==> src/rtl/hc_pkg.sv <==
// Package for the 2x2 mod-26 Hill cipher: shared types, constants and
// modular helper functions. No dependencies.
package hc_pkg;

  localparam int unsigned LetterW  = 5;
  localparam int unsigned SumW     = 11;
  localparam int unsigned DataW    = 8;
  localparam logic [LetterW-1:0] Modulus   = 5'd26;
  localparam logic [LetterW-1:0] PadLetter = 5'd25;
  localparam logic [2:0] SettleCycles = 3'd5;

  localparam logic [1:0] IdxK00 = 2'd0;
  localparam logic [1:0] IdxK01 = 2'd1;
  localparam logic [1:0] IdxK10 = 2'd2;
  localparam logic [1:0] IdxK11 = 2'd3;

  localparam logic FuncEncrypt = 1'b0;

  typedef struct packed {
    logic [LetterW-1:0] m00;
    logic [LetterW-1:0] m01;
    logic [LetterW-1:0] m10;
    logic [LetterW-1:0] m11;
  } mat_t;

  typedef struct packed {
    mat_t enc;
    mat_t dec;
    logic err;
    logic busy;
  } key_t;

  typedef struct packed {
    logic               func;
    logic [LetterW-1:0] p0;
    logic [LetterW-1:0] p1;
    logic               fin;
  } pair_t;

  // reduce an 11-bit value mod 26: reciprocal estimate, then one correction
  function automatic logic [LetterW-1:0] mod26(input logic [SumW-1:0] v);
    logic [17:0]       prod;
    logic [5:0]        q;
    logic signed [12:0] r;
    prod = {7'd0, v} * 18'd79;
    q    = prod[16:11];
    r    = $signed({2'b00, v}) - $signed({1'b0, 12'(q * 7'd26)});
    if (r < 0) begin
      r = r + 13'sd26;
    end
    return r[LetterW-1:0];
  endfunction

  function automatic logic [LetterW-1:0] reduce_key(input logic [LetterW-1:0] k);
    return (k >= Modulus) ? (k - Modulus) : k;
  endfunction

  function automatic logic [LetterW-1:0] neg_mod26(input logic [LetterW-1:0] k);
    return (k == '0) ? '0 : (Modulus - k);
  endfunction

  // inverse mod 26, zero where none exists
  function automatic logic [LetterW-1:0] inv_mod26(input logic [LetterW-1:0] v);
    logic [LetterW-1:0] r;
    case (v)
      5'd1:    r = 5'd1;
      5'd3:    r = 5'd9;
      5'd5:    r = 5'd21;
      5'd7:    r = 5'd15;
      5'd9:    r = 5'd3;
      5'd11:   r = 5'd19;
      5'd15:   r = 5'd7;
      5'd17:   r = 5'd23;
      5'd19:   r = 5'd11;
      5'd21:   r = 5'd5;
      5'd23:   r = 5'd17;
      5'd25:   r = 5'd25;
      default: r = 5'd0;
    endcase
    return r;
  endfunction

endpackage

==> src/rtl/hc_keygen.sv <==
// Key registers and decryption key derivation over five registered stages.
// Depends on hc_pkg.
module hc_keygen (
  input  logic                        clk_i,
  input  logic                        rst_ni,
  input  logic                        cfg_we_i,
  input  logic [1:0]                  cfg_idx_i,
  input  logic [hc_pkg::LetterW-1:0]  cfg_data_i,
  output hc_pkg::key_t                key_o
);

  logic [hc_pkg::LetterW-1:0] k00_q, k01_q, k10_q, k11_q;
  logic [hc_pkg::LetterW-1:0] a_q, b_q, c_q, d_q;
  logic [9:0]                 ad_q, bc_q;
  logic [hc_pkg::LetterW-1:0] det_q, inv_q;
  logic                       err_q;
  logic [9:0]                 p00_q, p01_q, p10_q, p11_q;
  hc_pkg::mat_t               dec_q;
  logic [2:0]                 cnt_q, cnt_d;
  logic [hc_pkg::LetterW:0]   det_sum;

  always_ff @(posedge clk_i or negedge rst_ni) begin
    if (!rst_ni) begin
      k00_q <= 5'd1;
      k01_q <= 5'd0;
      k10_q <= 5'd0;
      k11_q <= 5'd1;
    end else if (cfg_we_i) begin
      case (cfg_idx_i)
        hc_pkg::IdxK00: k00_q <= cfg_data_i;
        hc_pkg::IdxK01: k01_q <= cfg_data_i;
        hc_pkg::IdxK10: k10_q <= cfg_data_i;
        hc_pkg::IdxK11: k11_q <= cfg_data_i;
        default: ;
      endcase
    end
  end

  always_comb begin
    cnt_d = cnt_q;
    if (cfg_we_i) begin
      cnt_d = hc_pkg::SettleCycles;
    end else if (cnt_q != '0) begin
      cnt_d = cnt_q - 3'd1;
    end
  end

  always_ff @(posedge clk_i or negedge rst_ni) begin
    if (!rst_ni) begin
      cnt_q <= hc_pkg::SettleCycles;
    end else begin
      cnt_q <= cnt_d;
    end
  end

  assign det_sum = {1'b0, hc_pkg::mod26({1'b0, ad_q})} + 6'd26
                 - {1'b0, hc_pkg::mod26({1'b0, bc_q})};

  always_ff @(posedge clk_i) begin
    a_q   <= hc_pkg::reduce_key(k00_q);
    b_q   <= hc_pkg::reduce_key(k01_q);
    c_q   <= hc_pkg::reduce_key(k10_q);
    d_q   <= hc_pkg::reduce_key(k11_q);
    ad_q  <= 10'(hc_pkg::reduce_key(k00_q) * hc_pkg::reduce_key(k11_q));
    bc_q  <= 10'(hc_pkg::reduce_key(k01_q) * hc_pkg::reduce_key(k10_q));
    det_q <= (det_sum >= 6'd26) ? 5'(det_sum - 6'd26) : det_sum[hc_pkg::LetterW-1:0];
    inv_q <= hc_pkg::inv_mod26(det_q);
    err_q <= (hc_pkg::inv_mod26(det_q) == '0);
    p00_q <= 10'(d_q * inv_q);
    p01_q <= 10'(hc_pkg::neg_mod26(b_q) * inv_q);
    p10_q <= 10'(hc_pkg::neg_mod26(c_q) * inv_q);
    p11_q <= 10'(a_q * inv_q);
    dec_q.m00 <= hc_pkg::mod26({1'b0, p00_q});
    dec_q.m01 <= hc_pkg::mod26({1'b0, p01_q});
    dec_q.m10 <= hc_pkg::mod26({1'b0, p10_q});
    dec_q.m11 <= hc_pkg::mod26({1'b0, p11_q});
  end

  assign key_o.enc.m00 = a_q;
  assign key_o.enc.m01 = b_q;
  assign key_o.enc.m10 = c_q;
  assign key_o.enc.m11 = d_q;
  assign key_o.dec     = dec_q;
  assign key_o.err     = err_q;
  assign key_o.busy    = (cnt_q != '0);

endmodule

==> src/rtl/hc_front.sv <==
// Input side: accepts letters, pairs them, pads a lone final letter.
// Depends on hc_pkg.
module hc_front (
  input  logic                        clk_i,
  input  logic                        rst_ni,
  input  logic                        in_valid_i,
  input  logic                        func_i,
  input  logic [hc_pkg::LetterW-1:0]  letter_i,
  input  logic                        fin_i,
  input  logic                        q_full_i,
  input  logic                        key_busy_i,
  output logic                        in_ready_o,
  output logic                        push_o,
  output hc_pkg::pair_t               push_data_o
);

  logic                       held_valid_q, held_valid_d;
  logic [hc_pkg::LetterW-1:0] held_q, held_d;
  logic                       acc;

  assign in_ready_o = !q_full_i && !key_busy_i;
  assign acc        = in_valid_i && in_ready_o;

  always_comb begin
    held_valid_d     = held_valid_q;
    held_d           = held_q;
    push_o           = 1'b0;
    push_data_o.func = func_i;
    push_data_o.fin  = fin_i;
    push_data_o.p0   = held_valid_q ? held_q : letter_i;
    push_data_o.p1   = held_valid_q ? letter_i : hc_pkg::PadLetter;
    if (acc) begin
      if (!held_valid_q && !fin_i) begin
        held_valid_d = 1'b1;
        held_d       = letter_i;
      end else begin
        push_o       = 1'b1;
        held_valid_d = 1'b0;
        held_d       = '0;
      end
    end
  end

  always_ff @(posedge clk_i or negedge rst_ni) begin
    if (!rst_ni) begin
      held_valid_q <= 1'b0;
      held_q       <= '0;
    end else begin
      held_valid_q <= held_valid_d;
      held_q       <= held_d;
    end
  end

endmodule

==> src/rtl/hc_fifo.sv <==
// Two-entry queue of letter pairs between the front and back ends.
// Depends on hc_pkg.
module hc_fifo (
  input  logic           clk_i,
  input  logic           rst_ni,
  input  logic           push_i,
  input  hc_pkg::pair_t  push_data_i,
  input  logic           pop_i,
  output logic           full_o,
  output logic           empty_o,
  output hc_pkg::pair_t  rdata_o
);

  hc_pkg::pair_t mem_q [2];
  logic          wr_ptr_q, rd_ptr_q;
  logic [1:0]    cnt_q;

  assign full_o  = (cnt_q == 2'd2);
  assign empty_o = (cnt_q == 2'd0);
  assign rdata_o = mem_q[rd_ptr_q];

  always_ff @(posedge clk_i or negedge rst_ni) begin
    if (!rst_ni) begin
      wr_ptr_q <= 1'b0;
      rd_ptr_q <= 1'b0;
      cnt_q    <= 2'd0;
    end else begin
      if (push_i) begin
        wr_ptr_q <= ~wr_ptr_q;
      end
      if (pop_i) begin
        rd_ptr_q <= ~rd_ptr_q;
      end
      case ({push_i, pop_i})
        2'b10:   cnt_q <= cnt_q + 2'd1;
        2'b01:   cnt_q <= cnt_q - 2'd1;
        default: cnt_q <= cnt_q;
      endcase
    end
  end

  always_ff @(posedge clk_i) begin
    if (push_i) begin
      mem_q[wr_ptr_q] <= push_data_i;
    end
  end

endmodule

==> src/rtl/hc_back.sv <==
// Output side: pair times matrix mod 26, then two letters out in order.
// Depends on hc_pkg.
module hc_back (
  input  logic                        clk_i,
  input  logic                        rst_ni,
  input  hc_pkg::key_t                key_i,
  input  logic                        q_empty_i,
  input  hc_pkg::pair_t               q_data_i,
  output logic                        pop_o,
  output logic                        out_valid_o,
  input  logic                        out_ready_i,
  output logic [hc_pkg::LetterW-1:0]  letter_o,
  output logic                        last_o,
  output logic                        err_o
);

  logic                       v1_q;
  logic [hc_pkg::SumW-1:0]    s0_q, s1_q;
  logic                       fin1_q, err1_q;
  logic [1:0]                 pend_q;
  logic [hc_pkg::LetterW-1:0] out_q, second_q;
  logic                       fin2_q, err2_q;
  logic                       out_acc, load2, adv1;
  hc_pkg::mat_t               m;

  assign out_acc = out_valid_o && out_ready_i;
  assign load2   = (pend_q == 2'd0) || ((pend_q == 2'd1) && out_ready_i);
  assign adv1    = v1_q && load2;
  assign pop_o   = !q_empty_i && (!v1_q || adv1);
  assign m       = (q_data_i.func == hc_pkg::FuncEncrypt) ? key_i.enc : key_i.dec;

  always_ff @(posedge clk_i or negedge rst_ni) begin
    if (!rst_ni) begin
      v1_q   <= 1'b0;
      pend_q <= 2'd0;
    end else begin
      if (pop_o) begin
        v1_q <= 1'b1;
      end else if (adv1) begin
        v1_q <= 1'b0;
      end
      if (adv1) begin
        pend_q <= 2'd2;
      end else if (out_acc) begin
        pend_q <= pend_q - 2'd1;
      end
    end
  end

  always_ff @(posedge clk_i) begin
    if (pop_o) begin
      s0_q   <= 11'(m.m00 * q_data_i.p0) + 11'(m.m01 * q_data_i.p1);
      s1_q   <= 11'(m.m10 * q_data_i.p0) + 11'(m.m11 * q_data_i.p1);
      fin1_q <= q_data_i.fin;
      err1_q <= key_i.err;
    end
    if (adv1) begin
      out_q    <= hc_pkg::mod26(s0_q);
      second_q <= hc_pkg::mod26(s1_q);
      fin2_q   <= fin1_q;
      err2_q   <= err1_q;
    end else if (out_acc && (pend_q == 2'd2)) begin
      out_q <= second_q;
    end
  end

  assign out_valid_o = (pend_q != 2'd0);
  assign letter_o    = out_q;
  assign last_o      = fin2_q && (pend_q == 2'd1);
  assign err_o       = err2_q;

endmodule

==> src/rtl/hill_cipher_2x2.sv <==
// 2x2 Hill cipher mod 26: a letter per input request, two letters per pair.
// A completed pair is queued, summed into registers, then reduced to two letters.
// A new pair is loaded only as the previous pair's last letter is taken.
// After reset or a key write, input is held off while the key settles.
// Reset (rst_ni, async low) loads the identity key and drops any held letter.
module hill_cipher_2x2 (
  input  logic                       clk_i,
  input  logic                       rst_ni,
  input  logic                       s_axis_tvalid,
  output logic                       s_axis_tready,
  input  logic [hc_pkg::DataW-1:0]   s_axis_tdata,   // [4:0] letter_in, [7:5] zero
  input  logic                       s_axis_tuser,   // [0] func
  input  logic                       s_axis_tlast,
  output logic                       m_axis_tvalid,
  input  logic                       m_axis_tready,
  output logic [hc_pkg::DataW-1:0]   m_axis_tdata,   // [4:0] letter_out, [7:5] zero
  output logic                       m_axis_tuser,   // [0] key_error
  output logic                       m_axis_tlast,
  input  logic                       cfg_we_i,
  input  logic [1:0]                 cfg_idx_i,
  input  logic [hc_pkg::LetterW-1:0] cfg_data_i
);

  hc_pkg::key_t               key;
  hc_pkg::pair_t              push_data, q_data;
  logic                       push, pop, q_full, q_empty;
  logic [hc_pkg::LetterW-1:0] letter_out;

  hc_keygen u_keygen (
    .clk_i      (clk_i),
    .rst_ni     (rst_ni),
    .cfg_we_i   (cfg_we_i),
    .cfg_idx_i  (cfg_idx_i),
    .cfg_data_i (cfg_data_i),
    .key_o      (key)
  );

  hc_front u_front (
    .clk_i       (clk_i),
    .rst_ni      (rst_ni),
    .in_valid_i  (s_axis_tvalid),
    .func_i      (s_axis_tuser),
    .letter_i    (s_axis_tdata[hc_pkg::LetterW-1:0]),
    .fin_i       (s_axis_tlast),
    .q_full_i    (q_full),
    .key_busy_i  (key.busy),
    .in_ready_o  (s_axis_tready),
    .push_o      (push),
    .push_data_o (push_data)
  );

  hc_fifo u_fifo (
    .clk_i       (clk_i),
    .rst_ni      (rst_ni),
    .push_i      (push),
    .push_data_i (push_data),
    .pop_i       (pop),
    .full_o      (q_full),
    .empty_o     (q_empty),
    .rdata_o     (q_data)
  );

  hc_back u_back (
    .clk_i       (clk_i),
    .rst_ni      (rst_ni),
    .key_i       (key),
    .q_empty_i   (q_empty),
    .q_data_i    (q_data),
    .pop_o       (pop),
    .out_valid_o (m_axis_tvalid),
    .out_ready_i (m_axis_tready),
    .letter_o    (letter_out),
    .last_o      (m_axis_tlast),
    .err_o       (m_axis_tuser)
  );

  assign m_axis_tdata = {3'b000, letter_out};

endmodule

==> config.mk <==
export PLATFORM = sky130hd
export DESIGN_NAME = hill_cipher_2x2
export DESIGN_NICKNAME = d
export VERILOG_FILES = /design/src/rtl/hc_pkg.sv /design/src/rtl/hc_keygen.sv /design/src/rtl/hc_front.sv /design/src/rtl/hc_fifo.sv /design/src/rtl/hc_back.sv /design/src/rtl/hill_cipher_2x2.sv
export SDC_FILE = /design/constraint.sdc
export NUM_CORES = 2
export LEC_CHECK = 0
export ABC_AREA = 1
export BUFFER_PORTS_ARGS = -buffer_cell sky130_fd_sc_hd__buf_2
export CAP_MARGIN = 20
export CORE_UTILIZATION = 60
export CTS_BUF_LIST = sky130_fd_sc_hd__clkbuf_8 sky130_fd_sc_hd__clkbuf_16
export DETAILED_ROUTE_END_ITERATION = 8
export GPL_TIMING_DRIVEN = 0
export HOLD_SLACK_MARGIN = 0.15
export PLACE_DENSITY = 0.77
export SYNTH_ARGS = -nofsm -noshare
export SYNTH_HDL_FRONTEND = slang
export SYNTH_SLANG_ARGS = --single-unit
==> constraint.sdc <==
create_clock -name clk_i -period 22.9 [get_ports clk_i]
set_input_delay 3.435 -clock clk_i [delete_from_list [all_inputs] [get_ports clk_i]]
set_output_delay 3.435 -clock clk_i [all_outputs]
set_load 0.01 [all_outputs]
==> flow_summary.toml <==
[route]
drt_first_iter_violations = 1095
via_per_inst = 5.11
routed_wl_mm = 60.0
drc = 0
antenna_left = 0
first_pass_iters = 6
wl_per_cell_um = 12.9
via_count = 23800

[setup_path]
regToRegStartpoint = "u_keygen.bc_q[7]"
crit_type = "reg -> reg"
max_stage_delay_ns = 0.54
crit_required_ns = 23.32
critPathSlowestCell = "fa_1"
critPathCaptureType = "flop"
critPathArrivalTime_ns = 9.30
path_max_fanout = 7
rr_worst_depth = 47
cpMostUsedCell = "inv_1"
startpoint_type = "flop"
ff2ff_setup_slack_ns = 14.02

[layout]
layout_commonest_cell = "inv_1"
fillCellCount = 4426
areaGrowthSynthToFinish_pct = 5.52
postLayoutCoreUtil_pct = 64.1
layout-drive-gt1-share_pct = 2.57
layout_common_cells = "inv_1, ha_1, nand2_1"
fin_nets = 4971

[clock_network]
ctsHtreeMaxLevel = 1
cts_resized = 0
path_clk_slew_ns = 0.06
cts_hold_buf = 0
cts_tree = "yes"
max-clock-path-buffers = 3
cts_inserted_buffers = 23
clkLatencyLatePin_ns = 0.54
clk_root_buffer_cell = "clkbuf_16"
clock_sinks = 212
cts_setup_buffers = 0

[timing]
relSlewSlack_pct = 29.6
finalCriticalPeriod_ns = 8.88
setup_viol = 0
tightest_slew_ns = 1.05
fmax_mhz = 113
fin_setup_tns_ns = 0
finalCritPeriodShare_pct = 38.8
final_max_slew_viol_count = 0
fin_skew_ns = 0.0230
rsz0062_at_grt = "false"
timing_hold_violations_final = 0

[placement]
routabilityCongestion = 0.896
dp_hpwl_mm = 51.5
port_buffers = 26

[yosys]
synth_compound_area_share_pct = 7.40
synth.distinct_cells = 49
synth_area_leaders = "ha_1, fa_1, inv_1"
synthXorXnorAreaFrac_pct = 4.68
syn_inst = 3901
synthAdderAreaFrac_pct = 46.3
synth-simple-area-share_pct = 13.6
synthFlopType = "dfxtp_1"
synth_enable_flop_cells = 60
muxShareOfSynthArea_pct = 0
synth.avg_cell_area_sq_um = 8.20
synth_top_family_by_area = "adder cells"
synth-async-reset-ratio_pct = 17.0
seq_area_frac_synth_pct = 15.7
synth_warnings = 0
synthesis.area_sq_um = 32000
yosysTopAreaCellShare_pct = 26.6
post-synth-top-area-cell = "ha_1"
synth-seq-cells = 212

[global_route]
antenna_found_initial = 1
grt_pass1_wl_mm = 105
grt_usage_pct = 23.2
grt_pass1_vias = 23500
grt_remaining_overflow = 0
grt_max_degree = 37

[die]
initial_utilization_pct = 60.7
core-area_sq_um = 52700
io_pins = 34
fp.dieW_um = 233
die_h_um = 233
dieArea_sq_um = 54200
num_rows = 84

[min_path]
hold_end = "u_keygen.err_q"
whs_path_depth = 1
hold_class = "reg -> reg"

[job]
max-cap-violations = 0

[status]
outcome = "finished clean"
## metrics by stage
step	worst slack, ns	hold slack [ns]	std cells	cell area [sq um]
after floorplan	14.83	0.372	3903	32000
after global placement	14.05	0.403	4617	33000
after detailed placement	13.97	0.412	4617	33000
after CTS	13.95	0.427	4659	33700
after global routing	13.17	0.426	4659	33700
final	14.02	0.421	4660	33700
## state kept, by name, summed over array words and instances (netlist names), 10 cells and up, named ones only
name and cells:
u_back.s0_q 11, u_back.s1_q 11, u_fifo.mem_q 24, u_keygen.ad_q 10
u_keygen.bc_q 10, u_keygen.key_o 20, u_keygen.p00_q 10, u_keygen.p01_q 10
u_keygen.p10_q 10, u_keygen.p11_q 10
## logic make-up (layout without fill, tap and decap cells)
logic type      Yosys count  count (layout)
compound gates          431             431
xor+xnor                171             171
fa+ha+maj               995             995
buf+inv                1040            1108
flops                   212             212
other cells               1               4
simple gates           1051            1051
## critical path: cells and delay by family, from the launching register on
family	cells	cell delay (ns)
adders and majority gates	13	4.70
and+or+nand+nor	20	1.82
xor gates and xnor gates	3	0.77
buffers and inverters	9	0.58
DFF	1	0.48
AOI/OAI and AO/OA	2	0.43
## layer usage
metal  global-route usage (%)  routed length, um
met1                     31.5              28200
met3                     1.61               2000
met2                     40.6              28600
met4                     4.51               1100
met5                        0                 17
## worst max path at each step
| stage | startpoint | endpoint | slack [ns] | cells past startpoint |
|---|---|---|---|---|
| floorplan | u_keygen.bc_q[7] | flop | 14.83 | 43 |
| global placement | u_keygen.bc_q[7] | flop | 14.05 | 47 |
| detailed placement | u_keygen.bc_q[7] | flop | 13.97 | 47 |
| CTS | u_keygen.bc_q[7] | flop | 13.95 | 47 |
| global route | u_keygen.bc_q[7] | flop | 13.17 | 47 |
| finish | u_keygen.bc_q[7] | flop | 14.02 | 47 |
## cell usage after synthesis (11+ instances only)
| master | number |
|---|---|
| inv_1 | 1016 |
| ha_1 | 680 |
| nand2_1 | 630 |
| fa_1 | 315 |
| nor2_1 | 216 |
| a21oi_1 | 214 |
| nand3_1 | 132 |
| xor2_1 | 129 |
| o21ai_0 | 125 |
| dfxtp_1 | 116 |
| edfxtp_1 | 60 |
| xnor2_1 | 42 |
| dfrtp_1 | 32 |
| nand4_1 | 22 |
| o21a_1 | 21 |
| a21o_1 | 14 |
| o211ai_1 | 14 |
| clkbuf_1 | 13 |
| nand3b_1 | 11 |
## cell type report
cell class | count | area (sq um) | area share (%)
plain buffers | 19 | 86.3 | 0.256
repair buffers | 26 | 130 | 0.386
diodes | 1 | 2.50 | 0.00741
flip-flops and latches | 212 | 5030 | 14.9
clock inverters | 18 | 174 | 0.515
clock buffers | 24 | 589 | 1.75
well taps | 688 | 861 | 2.55
inverters | 1021 | 3830 | 11.4
multi-input cells | 2651 | 23000 | 68.3
Power is not shown: default switching activity piles up to over one toggle a cycle in this logic, so the estimate is an artifact.
